===== config.mk =====
export PLATFORM = sky130hd
export DESIGN_NAME = dsa_ctrl
export DESIGN_NICKNAME = d
export VERILOG_FILES = /design/src/hw/rtl/dsa_pkg.sv /design/src/hw/rtl/dsa_ctrl.sv
export SDC_FILE = /design/constraint.sdc
export NUM_CORES = 1
export LEC_CHECK = 0
export BUFFER_PORTS_ARGS = -buffer_cell sky130_fd_sc_hd__buf_2
export CAP_MARGIN = 5
export CORE_AREA = 2 2 39 41
export DETAILED_ROUTE_END_ITERATION = 6
export DIE_AREA = 0 0 41 43
export GPL_ROUTABILITY_DRIVEN = 0
export GPL_TIMING_DRIVEN = 0
export PLACE_DENSITY_LB_ADDON = 0.15
export SLEW_MARGIN = 25
export SYNTH_ARGS = -nofsm -noshare
export SYNTH_HDL_FRONTEND = slang
export SYNTH_SLANG_ARGS = --single-unit

===== constraint.sdc =====
create_clock -name clk -period 1.65 [get_ports clk]
set_input_delay 0.33 -clock clk [delete_from_list [all_inputs] [get_ports clk]]
set_output_delay 0.33 -clock clk [all_outputs]
set_load 0.05 [all_outputs]

===== src/hw/rtl/dsa_pkg.sv =====
// dsa_pkg: shared types and constants of the descriptor slot allocator
// beat structs, operation and status codes, register indexes, controller command/status
// no dependencies
`default_nettype none

package dsa_pkg;

    // field widths fixed by the beat format
    localparam int SLOT_W   = 10;
    localparam int OP_W     = 2;
    localparam int STATUS_W = 2;
    localparam int ADDR_W   = 64;
    localparam int LIMIT_W  = 11;
    localparam int STRIDE_W = 13;
    localparam int FRESH_W  = LIMIT_W;
    localparam int PROD_W   = FRESH_W + STRIDE_W;
    localparam int CFG_IDX_W = 2;

    // operation codes
    localparam logic [OP_W-1:0] OP_ALLOC     = 2'd0;
    localparam logic [OP_W-1:0] OP_FREE      = 2'd1;
    localparam logic [OP_W-1:0] OP_TRANSLATE = 2'd2;

    // status codes
    localparam logic [STATUS_W-1:0] STATUS_OK      = 2'd0;
    localparam logic [STATUS_W-1:0] STATUS_EMPTY   = 2'd1;
    localparam logic [STATUS_W-1:0] STATUS_DROPPED = 2'd2;

    // configuration register indexes
    localparam logic [CFG_IDX_W-1:0] REG_SLOT_LIMIT  = 2'd0;
    localparam logic [CFG_IDX_W-1:0] REG_SLOT_STRIDE = 2'd1;
    localparam logic [CFG_IDX_W-1:0] REG_CPU_BASE    = 2'd2;
    localparam logic [CFG_IDX_W-1:0] REG_GPU_BASE    = 2'd3;

    // configuration reset values
    localparam logic [LIMIT_W-1:0]  SLOT_LIMIT_RST  = 11'd1024;
    localparam logic [STRIDE_W-1:0] SLOT_STRIDE_RST = 13'd32;

    typedef struct packed {
        logic [OP_W-1:0]   op;
        logic [SLOT_W-1:0] slot_in;
    } in_beat_t;

    typedef struct packed {
        logic [STATUS_W-1:0] status;
        logic [SLOT_W-1:0]   slot_out;
        logic [ADDR_W-1:0]   cpu_address;
        logic [ADDR_W-1:0]   gpu_address;
    } out_beat_t;

    // controller to datapath
    typedef struct packed {
        logic load;      // capture input beat
        logic exec;      // queue / bump counter decision
        logic take_ram;  // slot comes from queue read data
        logic mul;       // slot times stride
        logic add;       // bases plus offset into output register
    } dsa_cmd_t;

    // datapath to controller
    typedef struct packed {
        logic queue_read; // exec is reading the free queue
    } dsa_stat_t;

endpackage

`default_nettype wire


===== src/hw/rtl/dsa_ctrl.sv =====
// dsa_ctrl: sequencer of the descriptor slot allocator
// depends on dsa_pkg
`default_nettype none

module dsa_ctrl (
    input  wire logic               clk,
    input  wire logic               rst_n,
    input  wire logic               in_valid,
    output      logic               in_stall,
    output      logic               out_valid,
    input  wire logic               out_stall,
    input  wire dsa_pkg::dsa_stat_t stat,
    output      dsa_pkg::dsa_cmd_t  cmd
);

    localparam logic [2:0] ST_IDLE   = 3'd0;
    localparam logic [2:0] ST_EXEC   = 3'd1;
    localparam logic [2:0] ST_RDWAIT = 3'd2;
    localparam logic [2:0] ST_MUL    = 3'd3;
    localparam logic [2:0] ST_ADD    = 3'd4;

    logic [2:0] state_reg;
    logic [2:0] state_next;
    logic       out_valid_reg;
    logic       out_valid_next;

    always_comb
    begin
        state_next   = state_reg;
        cmd          = '0;
        in_stall     = 1'b1;
        case (state_reg)
            ST_IDLE:
            begin
                in_stall = 1'b0;
                if (in_valid)
                begin
                    cmd.load   = 1'b1;
                    state_next = ST_EXEC;
                end
            end
            ST_EXEC:
            begin
                cmd.exec   = 1'b1;
                state_next = stat.queue_read ? ST_RDWAIT : ST_MUL;
            end
            ST_RDWAIT:
            begin
                cmd.take_ram = 1'b1;
                state_next   = ST_MUL;
            end
            ST_MUL:
            begin
                cmd.mul    = 1'b1;
                state_next = ST_ADD;
            end
            ST_ADD:
            begin
                // wait for the output register to be free
                if (!out_valid_reg || !out_stall)
                begin
                    cmd.add    = 1'b1;
                    state_next = ST_IDLE;
                end
            end
            default:
            begin
                state_next = ST_IDLE;
            end
        endcase
    end

    assign out_valid_next = (out_valid_reg && out_stall) || cmd.add;
    assign out_valid      = out_valid_reg;

    always_ff @(posedge clk or negedge rst_n)
    begin
        if (!rst_n)
        begin
            state_reg     <= ST_IDLE;
            out_valid_reg <= 1'b0;
        end
        else
        begin
            state_reg     <= state_next;
            out_valid_reg <= out_valid_next;
        end
    end

`ifndef ASSERT_OFF
    a_add_when_free: assert property (@(posedge clk) disable iff (!rst_n)
        cmd.add |-> (!out_valid_reg || !out_stall))
        else $error("output register overwritten while a beat is held");
    a_valid_from_add: assert property (@(posedge clk) disable iff (!rst_n)
        $rose(out_valid_reg) |-> $past(cmd.add))
        else $error("output valid rose without a result");
    a_take_after_read: assert property (@(posedge clk) disable iff (!rst_n)
        cmd.take_ram |-> $past(cmd.exec && stat.queue_read))
        else $error("queue data taken without a read");
`endif

endmodule

`default_nettype wire


==> results by group <==
Synthesis
  • Synth unique cells: 15
  • Count leader, synth: dfrtp_1
  • Post-synthesis cell count: 22
  • Post-synth EDFFs: 0
  • Average cell area after synthesis: 9.953 µm²
  • Sequential area share after synthesis: 45.71%
  • Synth Warn #: 0
  • #FFs+latches synth: 4
  • Syn_nets: 27
  • Post-synth top area cell: dfrtp_1
  • Share of the synthesized area in the top cell type: 45.71%
  • Synthesized area: 219.0 µm²
  • Share of flip-flops with an asynchronous set or reset: 100.0%
  • Synth top cells by count: 4 x dfrtp_1, 2 x nand2_1, 2 x nor2_1, 2 x nor3_1, 2 x nor3b_1
  • Ys flop type: dfrtp_1
  • Synth top area cells: dfrtp_1 46%, nor3b_1 6.9%, o21bai_2 5.1%

Min path
  • HP Class: input port to register

Global routing
  • Total track usage: 8.853%
  • Met1 usage: 8.414%
  • Global Route met3 Usage: 7.853%
  • Initial antenna violation count: 0
  • Met2 Track Usage GR: 13.75%
  • First-pass GRT wire length: 986 µm
  • Global route hottest layer: met2
  • Vias in the first global route: 249
  • Total congestion overflow: 0
  • Largest net degree at the start of global routing: 6

Worst setup path
  • CP max FO: 4
  • CP Data Arrival Time: 1360 ps
  • Slowest CP cell: dfrtp_2
  • Critical path class: register to output port
  • CP Cell Sequence: or3b_4 > a21oi_4 > buf_6
  • CP Launch Type: register
  • Crit. End Element: output port
  • CP Data Required Time: 1320 ps
  • R2R Setup Slk: 500 ps
  • Delay of the slowest cell on the worst path: 420 ps

Placed design
  • # port buffers: 11
  • Setup slack after placement: 5.205 ps
  • Placed Instance Area: 314.1 µm²

Routing
  • DR vias: 237
  • Per-cell routed wire length: 9.610 µm
  • First drt pass iteration count: 1
  • DR DRC count: 0
  • Final antenna-violating net count: 0
  • Vias per cell: 4.017
  • Initial drt markers: 0
  • Detailed Route WL: 567 µm

Die
  • Rows: 14
  • Starting Density: 15.82%
  • Chip Height: 43 µm
  • Die ar.: 0.001763 mm²
  • Die Wd: 41 µm
  • Core Area: 0.001384 mm²
  • I/O pin cnt: 12

Layout
  • Max FFs per register: 3
  • Final Util: 29.84%
  • Nets: 50
  • Layout cell share with drive strength beyond 1: 72.09%
  • Antenna Cells: 0
  • Area Growth Syn to Fin: 88.57%
  • # fillers: 157
  • Fin area: 412.9 µm²
  • Multi-input gate area: 122.6 µm²
  • Sequential cell area: 103.9 µm²

Timing
  • Minimum clock period after layout: 1694 ps
  • RSZ-0062 raised after global routing: yes
  • Least-Margin Pin Slew: 249.8 ps
  • Worst Skew: 5.462 ps
  • Fmax: 0.5904 GHz
  • Final count of hold timing violations: 0
  • Period utilization: 102.6%
  • Setup ws final: -43.66 ps
  • Final Setup Violations: 1
  • Slew Limit Fails: 0
  • Slew HR: 83.46%

Run status
  • Failing checks: negative setup slack
  • Run status: finished with violations

Clock tree
  • CTS clk-pin slew, worst paths: 30 ps
  • H-Tree Depth: 1
  • Clk_lat worst skew: 240 ps
  • CTS Root Cell: clkbuf_4
  • Cts bufs inserted: 3
  • CTS Buffer Depth: 2
  • Clock sinks: 4
  • TritonCTS clock tree: done

Job
  • Max-Cap Viols: 0
==> placed cells by master (no fill, tap or decap), types with 2 or more instances in the layout <==
cell type  count
nor3_1         2
clkbuf_4       3
buf_4          9
buf_2          8
nand2_1        2
dfrtp_2        3
buf_6          2
nor3b_2        2
==> worst max-delay path, delay by kind of cell (launching register included) <==
family	cells	cell delay (ps)
buffers and inverters	1	170
AOI/OAI and AO/OA	1	130
DFF	1	420
and+or+nand+nor	1	420
==> what timing repair did <==
| item | in CTS | in global routing |
|---|---|---|
| setup endpoints to repair | 3 | 3 |
| resized for setup | 7 | 2 |
| pin swaps | 1 | 0 |
| hold buffers | 1 | 0 |
| setup buffers | 7 | 0 |
| hold endpoints to repair | 4 | 0 |
==> layer usage <==
metal / wire, µm / up-vias / part of all wire (%)
met3: 72 / 0 / 13
met5: 0 / - / 0
li1: - / 115 / -
met4: 0 / 0 / 0
met1: 193 / 111 / 34
met2: 300 / 11 / 53
==> cells by family after synthesis <==
kind of cell,synth area share (%)
AOI/OAI and AO/OA,12.57
DFF,45.72
and+or+nand+nor,30.29
buffers and inverters,7.426
xor gates and xnor gates,4.001
==> layout make-up <==
type	count	share of cell area, %
Sequential cell	4	25.15
Multi-Input combinational cell	15	29.70
Timing Repair Buffer	19	32.12
Buffer	1	1.818
Inverter	1	0.9091
Tap cell	16	4.848
Clock buffer	3	5.455
==> final timing paths <==
path	start	end	cells after the start
worst min register to register	state_reg[2]$_DFFE_PN0P_	state_reg[1]$_DFFE_PN0P_	2
max in group asynchronous	rst_n	state_reg[1]$_DFFE_PN0P_	2
worst max register to register	state_reg[1]$_DFFE_PN0P_	state_reg[2]$_DFFE_PN0P_	3
min in group asynchronous	rst_n	out_valid$_DFF_PN0_	2
worst max-delay path	state_reg[1]$_DFFE_PN0P_	cmd[0]	3
worst min-delay path	stat	state_reg[0]$_DFFE_PN0P_	3
==> metrics by stage <==
stage | std cells | TNS [ps] | hold WS, ps
after detailed placement | 49 | 0 | 139.8
after CTS | 59 | -65.32 | 364.0
after global routing | 59 | -129.0 | 382.7
after floorplan | 22 | -271.1 | 34.41
final | 59 | -43.66 | 367.5
after global placement | 49 | 0 | 138.8
Power is not shown: default switching activity piles up to over one toggle a cycle in this logic, so the estimate is an artifact.
